[config.mk]
export PLATFORM = sky130hd
export DESIGN_NAME = flow_key_header_parser_flat
export DESIGN_NICKNAME = d
export VERILOG_FILES = /design/src/fkhp_pkg.sv /design/src/fkhp_stream_if.sv /design/src/flow_key_header_parser.sv /design/src/flat_wrapper.sv
export SDC_FILE = /design/constraint.sdc
export NUM_CORES = 2
export LEC_CHECK = 0
export BUFFER_PORTS_ARGS = -buffer_cell sky130_fd_sc_hd__buf_2
export CORE_AREA = 2 2 427 387
export CTS_CLUSTER_SIZE = 24
export DETAILED_ROUTE_END_ITERATION = 12
export DIE_AREA = 0 0 429 389
export SLEW_MARGIN = 10
export SYNTH_ARGS = -nofsm -noshare
export SYNTH_HDL_FRONTEND = slang
export SYNTH_SLANG_ARGS = --single-unit
[constraint.sdc]
create_clock -name clk -period 20.1 [get_ports clk]
set_input_delay 0 -clock clk [delete_from_list [all_inputs] [get_ports clk]]
set_output_delay 0 -clock clk [all_outputs]
set_load 0.05 [all_outputs]
[src/fkhp_pkg.sv]
`timescale 1ns / 1ps
`default_nettype none
package fkhp_pkg;
	localparam logic [15:0] EgressCapReset = 16'd1514;
	localparam logic [15:0] EtypeVlanQ  = 16'h8100;
	localparam logic [15:0] EtypeVlanAd = 16'h88A8;
	localparam logic [15:0] EtypeIpv4   = 16'h0800;
	localparam logic [15:0] EtypeIpv6   = 16'h86DD;
	localparam logic [7:0]  ProtoTcp    = 8'd6;
	localparam logic [7:0]  ProtoUdp    = 8'd17;

	typedef enum logic [2:0] {
		ST_ETH, ST_VLAN, ST_IPV4, ST_IPV4_OPT, ST_IPV6, ST_L4, ST_DONE
	} stage_t;

	typedef struct packed {
		logic [7:0]  frame_byte;
		logic        last_byte;
		logic        ingress;
		logic [15:0] frame_len;
	} in_word_t;

	typedef struct packed {
		logic        counted;
		logic [2:0]  ip_version;
		logic [47:0] client_eth_addr;
		logic [63:0] client_ip_high;
		logic [63:0] client_ip_low;
		logic [63:0] remote_ip_high;
		logic [63:0] remote_ip_low;
		logic [15:0] peer_port;
		logic [15:0] client_port;
		logic [7:0]  ip_protocol;
		logic [15:0] byte_count;
		logic        direction;
	} out_word_t;
endpackage
`default_nettype wire

[src/fkhp_stream_if.sv]
`timescale 1ns / 1ps
`default_nettype none
interface fkhp_stream_if #(parameter type word_t = logic);
	logic  valid;
	logic  ready;
	word_t data;
	modport source (output valid, output data, input ready);
	modport sink (input valid, input data, output ready);
endinterface
`default_nettype wire

[src/flow_key_header_parser.sv]
// The accepted last byte of a frame is registered in w_s1, and its record word then in od_q.
// Throughput: one byte word per cycle while the output register is not stalled, with no gaps between frames.
// A record waits in an output register; input stalls only while both are full.
// Reset (arst_n low) clears all parse state and sets the egress cap to 1514.
`timescale 1ns / 1ps
`default_nettype none
module flow_key_header_parser #(
	parameter logic [15:0] CAP_RESET = fkhp_pkg::EgressCapReset
) (
	input  wire logic         clk,
	input  wire logic         arst_n,
	fkhp_stream_if.sink       in_if,
	fkhp_stream_if.source     out_if,
	input  wire logic         cfg_we,
	input  wire logic [15:0]  cfg_wdata
);
	import fkhp_pkg::*;

	logic [15:0] cap_q;
	logic        v_s1;
	in_word_t    w_s1;
	logic        adv;

	logic [15:0] off_q, sec_q;
	stage_t      stg_q;
	logic        drop_q, pc_q;
	logic [47:0] dmac_q, smac_q;
	logic [15:0] et_q;
	logic [1:0]  vcnt_q;
	logic [63:0] sip0_q, sip1_q, dip0_q, dip1_q;
	logic [7:0]  prot_q;
	logic [5:0]  hl_q;
	logic [15:0] sp_q, dp_q;

	logic        ov_q;
	out_word_t   od_q;

	assign adv = !ov_q || out_if.ready;
	assign in_if.ready = adv || !v_s1;
	assign out_if.valid = ov_q;
	assign out_if.data = od_q;

	always_ff @(posedge clk or negedge arst_n) begin
		if (!arst_n) begin
			cap_q <= CAP_RESET;
		end else if (cfg_we) begin
			cap_q <= cfg_wdata;
		end
	end

	always_ff @(posedge clk or negedge arst_n) begin
		if (!arst_n) begin
			v_s1 <= 1'b0;
		end else if (in_if.ready) begin
			v_s1 <= in_if.valid;
		end
	end

	always_ff @(posedge clk) begin
		if (in_if.ready && in_if.valid) begin
			w_s1 <= in_if.data;
		end
	end

	// Next-state values of the per-frame parse registers.
	logic [15:0] rel, nxt;
	logic [7:0]  b;
	stage_t      stg_d;
	logic        drop_d, pc_d;
	logic [47:0] dmac_d, smac_d;
	logic [15:0] et_d, sec_d, sp_d, dp_d;
	logic [1:0]  vcnt_d;
	logic [63:0] sip0_d, sip1_d, dip0_d, dip1_d;
	logic [7:0]  prot_d;
	logic [5:0]  hl_d;
	logic        bad_mac, bad_ip4, etype_vlan;
	logic [31:0] s4, d4;
	logic [47:0] dm_n, sm_n;
	logic [15:0] et_n;
	logic [5:0]  l4_len;

	function automatic logic mac_bad(input logic [47:0] m);
		mac_bad = (m == '0) || (m == '1) || m[40];
	endfunction

	function automatic logic ip4_bad(input logic [31:0] a);
		ip4_bad = (a == '0) || (a == '1) || (a[31:28] == 4'he);
	endfunction

	always_comb begin
		b = w_s1.frame_byte;
		rel = off_q - sec_q;
		nxt = off_q + 16'd1;
		stg_d = stg_q; drop_d = drop_q; pc_d = pc_q;
		dmac_d = dmac_q; smac_d = smac_q; et_d = et_q; sec_d = sec_q;
		vcnt_d = vcnt_q; sip0_d = sip0_q; sip1_d = sip1_q;
		dip0_d = dip0_q; dip1_d = dip1_q; prot_d = prot_q; hl_d = hl_q;
		sp_d = sp_q; dp_d = dp_q;
		dm_n = {dmac_q[39:0], b};
		sm_n = {smac_q[39:0], b};
		et_n = {et_q[7:0], b};
		s4 = sip1_q[31:0];
		d4 = {dip1_q[23:0], b};
		bad_mac = mac_bad(dmac_q) || mac_bad(smac_q);
		bad_ip4 = ip4_bad(s4) || ip4_bad(d4);
		etype_vlan = ((et_n == EtypeVlanQ) || (et_n == EtypeVlanAd));
		l4_len = (prot_q == ProtoTcp) ? 6'd20 : 6'd8;
		unique case (stg_q)
			ST_ETH: begin
				if (rel < 16'd6) dmac_d = dm_n;
				else if (rel < 16'd12) smac_d = sm_n;
				else if (rel < 16'd14) et_d = et_n;
				if (rel == 16'd13) begin
					sec_d = nxt;
					if (bad_mac) begin
						drop_d = 1'b1; stg_d = ST_DONE;
					end else if (etype_vlan) stg_d = ST_VLAN;
					else if (et_n == EtypeIpv4) stg_d = ST_IPV4;
					else if (et_n == EtypeIpv6) stg_d = ST_IPV6;
					else begin
						drop_d = 1'b1; stg_d = ST_DONE;
					end
				end
			end
			ST_VLAN: begin
				if (rel == 16'd2 || rel == 16'd3) et_d = et_n;
				if (rel == 16'd3) begin
					vcnt_d = vcnt_q + 2'd1;
					sec_d = nxt;
					if (etype_vlan && vcnt_q == 2'd0) stg_d = ST_VLAN;
					else if (et_n == EtypeIpv4) stg_d = ST_IPV4;
					else if (et_n == EtypeIpv6) stg_d = ST_IPV6;
					else begin
						drop_d = 1'b1; stg_d = ST_DONE;
					end
				end
			end
			ST_IPV4: begin
				if (rel == 16'd0) hl_d = {b[3:0], 2'b00};
				else if (rel == 16'd9) prot_d = b;
				else if (rel >= 16'd12 && rel < 16'd16) sip1_d = {32'd0, s4[23:0], b};
				else if (rel >= 16'd16 && rel < 16'd20) dip1_d = {32'd0, d4};
				if (rel == 16'd19) begin
					if (bad_ip4 || hl_q < 6'd20) begin
						drop_d = 1'b1; stg_d = ST_DONE;
					end else if (hl_q == 6'd20) begin
						sec_d = nxt;
						stg_d = ((prot_q == ProtoTcp) || (prot_q == ProtoUdp)) ? ST_L4 : ST_DONE;
					end else stg_d = ST_IPV4_OPT;
				end
			end
			ST_IPV4_OPT: begin
				if ((rel + 16'd1) >= {10'd0, hl_q}) begin
					sec_d = nxt;
					stg_d = ((prot_q == ProtoTcp) || (prot_q == ProtoUdp)) ? ST_L4 : ST_DONE;
				end
			end
			ST_IPV6: begin
				if (rel == 16'd6) prot_d = b;
				else if (rel >= 16'd8 && rel < 16'd16) sip0_d = {sip0_q[55:0], b};
				else if (rel >= 16'd16 && rel < 16'd24) sip1_d = {sip1_q[55:0], b};
				else if (rel >= 16'd24 && rel < 16'd32) dip0_d = {dip0_q[55:0], b};
				else if (rel >= 16'd32 && rel < 16'd40) dip1_d = {dip1_q[55:0], b};
				if (rel == 16'd39) begin
					if (sip0_q[63:56] == 8'hff || dip0_q[63:56] == 8'hff) begin
						drop_d = 1'b1; stg_d = ST_DONE;
					end else begin
						sec_d = nxt;
						stg_d = ((prot_q == ProtoTcp) || (prot_q == ProtoUdp)) ? ST_L4 : ST_DONE;
					end
				end
			end
			ST_L4: begin
				if (rel < 16'd2) sp_d = {sp_q[7:0], b};
				else if (rel < 16'd4) dp_d = {dp_q[7:0], b};
				if ((rel + 16'd1) >= {10'd0, l4_len}) begin
					pc_d = 1'b1; stg_d = ST_DONE;
				end
			end
			default: ;
		endcase
	end

	logic do_step;
	assign do_step = v_s1 && adv;

	always_ff @(posedge clk or negedge arst_n) begin
		if (!arst_n) begin
			off_q <= '0; sec_q <= '0; stg_q <= ST_ETH; drop_q <= 1'b0; pc_q <= 1'b0;
			dmac_q <= '0; smac_q <= '0; et_q <= '0; vcnt_q <= '0;
			sip0_q <= '0; sip1_q <= '0; dip0_q <= '0; dip1_q <= '0;
			prot_q <= '0; hl_q <= '0; sp_q <= '0; dp_q <= '0;
		end else if (do_step) begin
			if (w_s1.last_byte) begin
				off_q <= '0; sec_q <= '0; stg_q <= ST_ETH; drop_q <= 1'b0; pc_q <= 1'b0;
				dmac_q <= '0; smac_q <= '0; et_q <= '0; vcnt_q <= '0;
				sip0_q <= '0; sip1_q <= '0; dip0_q <= '0; dip1_q <= '0;
				prot_q <= '0; hl_q <= '0; sp_q <= '0; dp_q <= '0;
			end else begin
				off_q <= (off_q == 16'hffff) ? off_q : nxt;
				sec_q <= sec_d; stg_q <= stg_d; drop_q <= drop_d; pc_q <= pc_d;
				dmac_q <= dmac_d; smac_q <= smac_d; et_q <= et_d; vcnt_q <= vcnt_d;
				sip0_q <= sip0_d; sip1_q <= sip1_d; dip0_q <= dip0_d; dip1_q <= dip1_d;
				prot_q <= prot_d; hl_q <= hl_d; sp_q <= sp_d; dp_q <= dp_d;
			end
		end
	end

	out_word_t rec;
	logic      cnt, ing;
	logic [15:0] spx, dpx, flen;

	always_comb begin
		ing = w_s1.ingress;
		flen = w_s1.frame_len;
		cnt = !drop_d && (stg_d == ST_IPV4_OPT || stg_d == ST_L4 || stg_d == ST_DONE);
		spx = pc_d ? sp_d : 16'd0;
		dpx = pc_d ? dp_d : 16'd0;
		rec = '0;
		if (cnt) begin
			rec.counted = 1'b1;
			rec.ip_version = (et_d == EtypeIpv6) ? 3'd6 : 3'd4;
			rec.client_eth_addr = ing ? smac_d : dmac_d;
			rec.client_ip_high = ing ? sip0_d : dip0_d;
			rec.client_ip_low = ing ? sip1_d : dip1_d;
			rec.remote_ip_high = ing ? dip0_d : sip0_d;
			rec.remote_ip_low = ing ? dip1_d : sip1_d;
			rec.peer_port = ing ? dpx : spx;
			rec.client_port = ing ? spx : dpx;
			rec.ip_protocol = prot_d;
			rec.byte_count = (ing || flen <= cap_q) ? flen : cap_q;
			rec.direction = ing;
		end
	end

	always_ff @(posedge clk or negedge arst_n) begin
		if (!arst_n) begin
			ov_q <= 1'b0;
		end else if (adv) begin
			ov_q <= v_s1 && w_s1.last_byte;
		end
	end

	always_ff @(posedge clk) begin
		if (do_step && w_s1.last_byte) begin
			od_q <= rec;
		end
	end
endmodule
`default_nettype wire

[src/flat_wrapper.sv]
// flat-port wrapper written by rule: the top's interface ports become plain ports
module flow_key_header_parser_flat import fkhp_pkg::*;
#(
	parameter logic [15:0] CAP_RESET = fkhp_pkg::EgressCapReset
)
  (clk, arst_n, cfg_we, cfg_wdata, in_if_valid, in_if_data, in_if_ready, out_if_valid, out_if_data, out_if_ready);
  fkhp_stream_if #(.word_t(in_word_t)) in_if_i ();
  fkhp_stream_if #(.word_t(out_word_t)) out_if_i ();
  input  wire logic clk;
  input  wire logic arst_n;
  input  wire logic cfg_we;
  input  wire logic [15:0] cfg_wdata;
  input wire logic [$bits(in_if_i.valid)-1:0] in_if_valid;
  input wire logic [$bits(in_if_i.data)-1:0] in_if_data;
  output wire logic [$bits(in_if_i.ready)-1:0] in_if_ready;
  output wire logic [$bits(out_if_i.valid)-1:0] out_if_valid;
  output wire logic [$bits(out_if_i.data)-1:0] out_if_data;
  input wire logic [$bits(out_if_i.ready)-1:0] out_if_ready;
  assign in_if_i.valid = in_if_valid;
  assign in_if_i.data = in_if_data;
  assign in_if_ready = in_if_i.ready;
  assign out_if_valid = out_if_i.valid;
  assign out_if_data = out_if_i.data;
  assign out_if_i.ready = out_if_ready;
  flow_key_header_parser #(.CAP_RESET(CAP_RESET)) u_core (.clk(clk), .arst_n(arst_n), .in_if(in_if_i), .out_if(out_if_i), .cfg_we(cfg_we), .cfg_wdata(cfg_wdata));
endmodule
After elaboration in Yosys (flattened, before gate mapping)
Cells that the tools add are included.
Word-level totals
  output and inout port bits: 367
  word-level logic and storage cells: 269
  bits of input ports: 47
  flip-flop bits (word level): 862
Cells by class
  $add $sub $neg: 4
  eq/ne operators: 41
  multiplexer cells: 118
  $lt $le $gt $ge: 19
  reductions and logical operators: 51
Operator list (count)
  two-way mux 64 bit: 31
  two-way mux 16 bit: 28
  two-way mux 48 bit: 8
  two-way mux 365 bit: 1
  case mux 64 bit (2 select lines): 2
  == test 48 bit, second input constant: 2
  zero test 48 bit: 2
  == test 16 bit, second input constant: 5
  case mux 16 bit (5 select lines): 1
  == test 32 bit, second input constant: 2
  zero test 32 bit: 2
  less-than comparator 16 x 5 -> 1 bit, second input constant: 3
  two-way mux 3 bit: 14
  adder 16 x 1 -> 16 bit, second input constant: 2
  == test 16 x 2 -> 1 bit, second input constant: 2
  == test 16 x 4 -> 1 bit, second input constant: 2
  >= comparator 16 x 4 -> 1 bit, second input constant: 2
  >= comparator 16 x 5 -> 1 bit, second input constant: 2
  >= comparator 16 x 6 -> 1 bit: 2
  less-than comparator 16 x 3 -> 1 bit, second input constant: 2
  less-than comparator 16 x 4 -> 1 bit, second input constant: 2
  less-than comparator 16 x 6 -> 1 bit, second input constant: 2
  two-way mux 8 bit: 4
  case mux 16 bit (2 select lines): 1
  39 further kinds: 109

Logic depth before layout (Yosys ltp)
  word-level depth: 13
  depth in mapped cells: 20
  gate-level depth less buffers: 16

Worst setup path before layout
OpenSTA, ideal clock, no wires.
  path kind: register -> register
  start: reg u_core.ov_q, in the netlist u_core.out_if.valid
  end: reg u_core.od_q (netlist bit u_core.out_if.data[0]), enable pin
  buffers on the path: 3
  clock period less this slack: 12.398 ns
  stages on the path, launching flop included: 8
  data required time: 19.226 ns
  setup time: 0.874 ns
  arrival time: 11.525 ns
  setup slack: 7.702 ns
  cells stage by stage: dfrtp_1 nand2b_1 and2_1 clkbuf_1 clkbuf_1 nand2_1 inv_1 clkbuf_1
On the way
  cells in the longest elaborated chain, start to end: 4
Ends and longest elaborated chain
  start: declaration: line flow_key_header_parser.sv:35  | logic ov_q;
  start signal: assignment: line flow_key_header_parser.sv:240  | ov_q <= v_s1 && w_s1.last_byte;
  zero test 1 bit: line flow_key_header_parser.sv:38  | assign adv = !ov_q || out_if.ready;
  logical OR 1 bit: line flow_key_header_parser.sv:38
  logical AND 1 bit: line flow_key_header_parser.sv:185  | assign do_step = v_s1 && adv;
  logical AND 1 bit: line flow_key_header_parser.sv:245  | if (do_step && w_s1.last_byte) begin
  end signal: assignment: line flow_key_header_parser.sv:246  | od_q <= rec;
  end: declaration: line flow_key_header_parser.sv:36  | out_word_t od_q;
No other way between the ends.
A chain may end at the register's enable or synchronous reset.

Worst setup path after layout
  start: reg u_core.off_q[0]
  end: reg u_core.od_q (netlist bit u_core.out_if.data[285]) (data pin)
On the way
  cells in the longest elaborated chain, start to end: 9
  elaborated cells between the ends (all ways): 46
  those cells by class: add/sub (2); order compare (8); eq/ne (8); mux (21); reduce/logical (7)
Ends and longest elaborated chain
  start: declaration: line flow_key_header_parser.sv:24  | logic [15:0] off_q, sec_q;
  start signal: assignment: line flow_key_header_parser.sv:200  | off_q <= (off_q == 16'hffff) ? off_q : nxt;
  subtractor 16 bit (*): line flow_key_header_parser.sv:92  | rel = off_q - sec_q;
  adder 16 x 1 -> 16 bit (tied with other cells): line flow_key_header_parser.sv:153, flow_key_header_parser.sv:176
  >= comparator 16 x 6 -> 1 bit (tied with other cells): line flow_key_header_parser.sv:176  | if ((rel + 16'd1) >= {10'd0, l4_len}) begin
  two-way mux 3 bit (tied with other cells): line flow_key_header_parser.sv:176
  case mux 3 bit (6 select lines) or two-way mux 64 bit (tied branches): line flow_key_header_parser.sv:108, flow_key_header_parser.sv:161
  == test 3 x 2 -> 1 bit (tied with other cells): line flow_key_header_parser.sv:216  | cnt = !drop_d && (stg_d == ST_IPV4_OPT || stg_d == ST_L4 || stg_d == ST_DONE);
  logical OR 1 bit or two-way mux 64 bit (tied branches): line flow_key_header_parser.sv:216, flow_key_header_parser.sv:159
  logical OR 1 bit or two-way mux 64 bit (tied branches): line flow_key_header_parser.sv:216, flow_key_header_parser.sv:108
  logical AND 1 bit or two-way mux 64 bit (tied branches): line flow_key_header_parser.sv:216, flow_key_header_parser.sv:224
Mark *: on every way between the ends. The rest lies on a longest branch, timed or not.

==> flow_metrics.tcl <==
set metrics [dict create \
    status "completed" \
    wl_mm 151 \
    initial_core_util_pct 26.8 \
    cts_buffers 97 \
    peakVddDrop_v 0.0000648 \
    die_w_um 429 \
    r2r-end "u_core.out_if.data[285]" \
    grt_pass1_wl_mm 225 \
    r2r_start "u_core.off_q[0]" \
    max_slew.worst_pin.slew_ns 1.26 \
    leakagePower_uw 0.0192 \
    rsz0062_at_grt "no" \
    reg2regPathDepth 17 \
    ys_seq_area_share_pct 53.8 \
    ys_top_cells_by_count "dfrtp_1, nand2_1, edfxtp_1, clkbuf_1, a22o_1" \
    hold_viol_final 0 \
    startpoint_type "flip-flop" \
    cp.required_ns 20.49 \
    slew_viol_final 0 \
    drive_gt1_share_pct 20.1 \
    syn2layout_area_growth_pct 19.9 \
    syn_avg_cell_area_um2 11.2 \
    htree_levels 3 \
    rows 141 \
    numPortBuffers 412 \
    gp_congestion 0.866 \
    die_area_mm2 0.167 \
    synth_most_common_cell "dfrtp_1" \
    root_buffer "clkbuf_16" \
    firstDrtPassIters 6 \
    post_cts_resized 0 \
    track_usage_pct 17.6 \
    drtIter0Drc 3457 \
    drcViolationCount 0 \
    finalWorstSetupSlack_ns 11.03 \
    finClkSkew_ns 0.0543 \
    synth_area_leaders "edfxtp_1, dfrtp_1, a2111oi_2" \
    post-dp-hpwl_mm 100 \
    drtAntennaViolNets 0 \
    period_share_pct 45.1 \
    clkSinkCount 859 \
    wl_per_cell_um 23.3 \
    setup_tns_ns 0 \
    cts_tree "built" \
    netlist_area_mm2 0.0436 \
    worstPathArrival_ns 9.46 \
    ys.flop_type "dfrtp_1" \
    grt_max_degree 149 \
    hold_class "primary input to flip-flop" \
    min_to "u_core.flen[13]" \
    yosysTopAreaCell "edfxtp_1" \
    ys_warn_count 0 \
    clock_latency_ns 0.75 \
    syn-instance-count 3883 \
    synth_top_area_share_pct 26.9 \
    synth-edff-count 390 \
    fillerInstances 16320 \
    io_pins 414 \
    antenna_found_initial 2 \
    syn-num-nets 3971 \
    cap_violations 0 \
    preCtsSetupSlack_ns 11.30 \
    reg2reg_slack_ns 11.03 \
    synth_cell_types 81 \
    synth_seq_cells 859 \
    hold_path_depth 2 \
    vias_per_cell 5.33 \
    slew-limit-headroom_pct 16.0 \
    p_per_area_mw_per_mm2 87.2 \
    async_flop_share_pct 54.6 \
    holdCritStartpoint "in_if_data[13]" \
    clk_pin_slew_ns 0.06 \
    cts_max_path_buffers 3 \
    gr-total-overflow 0 \
    nets 4327 \
    grt_pass1_vias 33402 \
    path_class "flip-flop to flip-flop" \
    core_mm2 0.163 \
    vias 34498 \
    die_h_um 389 \
    cp_max_fo 133 \
    max_freq_ghz 0.110 \
    period_minus_slack_ns 9.07 \
    endpoint_kind "flip-flop" \
    finalSetupViolations 0 \
]
## cell usage in the layout (no fill, tap or decap), types with 11 or more instances in the layout
| master | Yosys | final |
|---|---|---|
| and2_1 | 181 | 180 |
| o22ai_1 | 30 | 30 |
| clkinv_2 | 0 | 15 |
| a22oi_1 | 30 | 30 |
| xnor2_1 | 19 | 19 |
| o31ai_1 | 15 | 15 |
| clkbuf_1 | 267 | 25 |
| ha_1 | 40 | 40 |
| nor3b_1 | 17 | 17 |
| inv_1 | 75 | 74 |
| buf_4 | 12 | 69 |
| clkbuf_8 | 0 | 16 |
| nor2_1 | 133 | 128 |
| nand2_1 | 422 | 419 |
| a2111oi_2 | 160 | 159 |
| a21oi_1 | 91 | 90 |
| o21ai_0 | 245 | 243 |
| nand2b_1 | 31 | 31 |
| dfrtp_1 | 462 | 462 |
| dlygate4sd3_1 | 0 | 115 |
| clkbuf_16 | 0 | 100 |
| edfxtp_1 | 390 | 390 |
| xor2_1 | 12 | 12 |
| and3_1 | 69 | 69 |
| nor3_1 | 95 | 91 |
| a21o_1 | 28 | 28 |
| nor4_1 | 71 | 69 |
| a211oi_1 | 25 | 25 |
| mux2i_1 | 235 | 234 |
| a221oi_1 | 14 | 14 |
| nand4_1 | 41 | 41 |
| a22o_1 | 264 | 264 |
| a2111oi_1 | 95 | 95 |
| nor2b_1 | 23 | 23 |
| buf_2 | 46 | 411 |
| nand3_1 | 76 | 76 |
| o21a_1 | 11 | 11 |
## final cells by class
cell class	instances	area, um2	area share [%]
inverter	77	304	0.582
timing repair buffer	598	3780	7.23
clock inverter	43	609	1.17
tap	2145	2680	5.13
sequential	859	23500	44.9
multi-input combinational	2606	18600	35.6
antenna	1	2.50	0.00479
clock buffer	141	2820	5.39
## worst max path at each step
stage | from | end | slack (ns) | cells after the start
final | u_core.off_q[0] | u_core.out_if.data[285] | 11.03 | 17
after global routing | u_core.off_q[0] | u_core.out_if.data[283] | 10.56 | 17
after CTS | u_core.off_q[0] | u_core.out_if.data[285] | 11.27 | 17
after detailed placement | u_core.off_q[0] | u_core.out_if.data[258] | 11.30 | 17
after global placement | u_core.off_q[0] | u_core.out_if.data[131] | 11.37 | 17
after floorplan | u_core.out_if.valid | u_core.out_if.data[0] | 7.70 | 7
## metal layers
metal,vias up,GRT usage [%],wire [um]
met1,17498,23.4,64700
li1,15555,-,-
met3,239,2.70,8170
met2,1204,28.5,72300
met4,2,7.28,5800
met5,-,0,13
## logic make-up after synthesis
group / synth area share [%]
xor gates and xnor gates: 0.623
buffers and inverters: 3.90
DFF: 53.8
adders and majority gates: 1.19
AOI/OAI and AO/OA: 21.0
muxes: 5.58
and+or+nand+nor: 13.9
other: 0.00860
## what timing repair did
action | 4_1_cts | 5_1_grt
endpoints found under the hold margin | 181 | 0
hold buffers | 115 | 0
buffers inserted | 0 | 0
## critical path, stage by stage (launching register included)
cell and delay (ns):
dfrtp_1 0.43, inv_1 0.07, ha_1 0.22, fa_1 0.44
nand2b_1 0.20, a211oi_1 0.68, o21ai_0 0.27, a32oi_1 0.63
nand3_1 0.83, or4_1 0.66, nand4_1 0.12, a221oi_1 0.13
xnor2_1 0.20, mux2i_4 0.85, buf_4 0.83, buf_4 0.93
buf_12 0.56, a2111oi_1 0.13
## per-stage QoR
step / total power, uW / hold WS, ns / cells / utilization (%) / instance area, um2
after floorplan: 2460 / -0.296 / 3883 / - / 43600
after global placement: 2660 / 0.179 / 6170 / 29.3 / 47700
after detailed placement: 2670 / 0.180 / 6170 / 29.3 / 47700
after CTS: 4600 / 0.00426 / 6469 / 32.1 / 52300
after global routing: 4730 / 0.0255 / 6470 / 32.1 / 52300
final: 4560 / 0.0369 / 6470 / 32.1 / 52300
## power by group
| part | switching, uW | internal [uW] |
|---|---|---|
| clock network | 788 | 1110 |
| registers | 42.8 | 1900 |
| logic | 528 | 192 |
| total | 1360 | 3200 |
## flip-flops by register name (all words and copies together), names as in the netlist, 2 cells and up
name                cells
u_core.b                8
u_core.cap_q           16
u_core.dip0_q          64
u_core.dip1_q          64
u_core.dmac_q          48
u_core.dp_q            16
u_core.et_q            16
u_core.flen            16
u_core.hl_q             4
u_core.off_q           16
u_core.out_if.data    364
u_core.prot_q           8
u_core.sec_q           16
u_core.sip0_q          64
u_core.sip1_q          64
u_core.smac_q          48
u_core.sp_q            16
u_core.stg_q            3
u_core.vcnt_q           2
No activity file was read; power rests on OpenSTA's default activity.
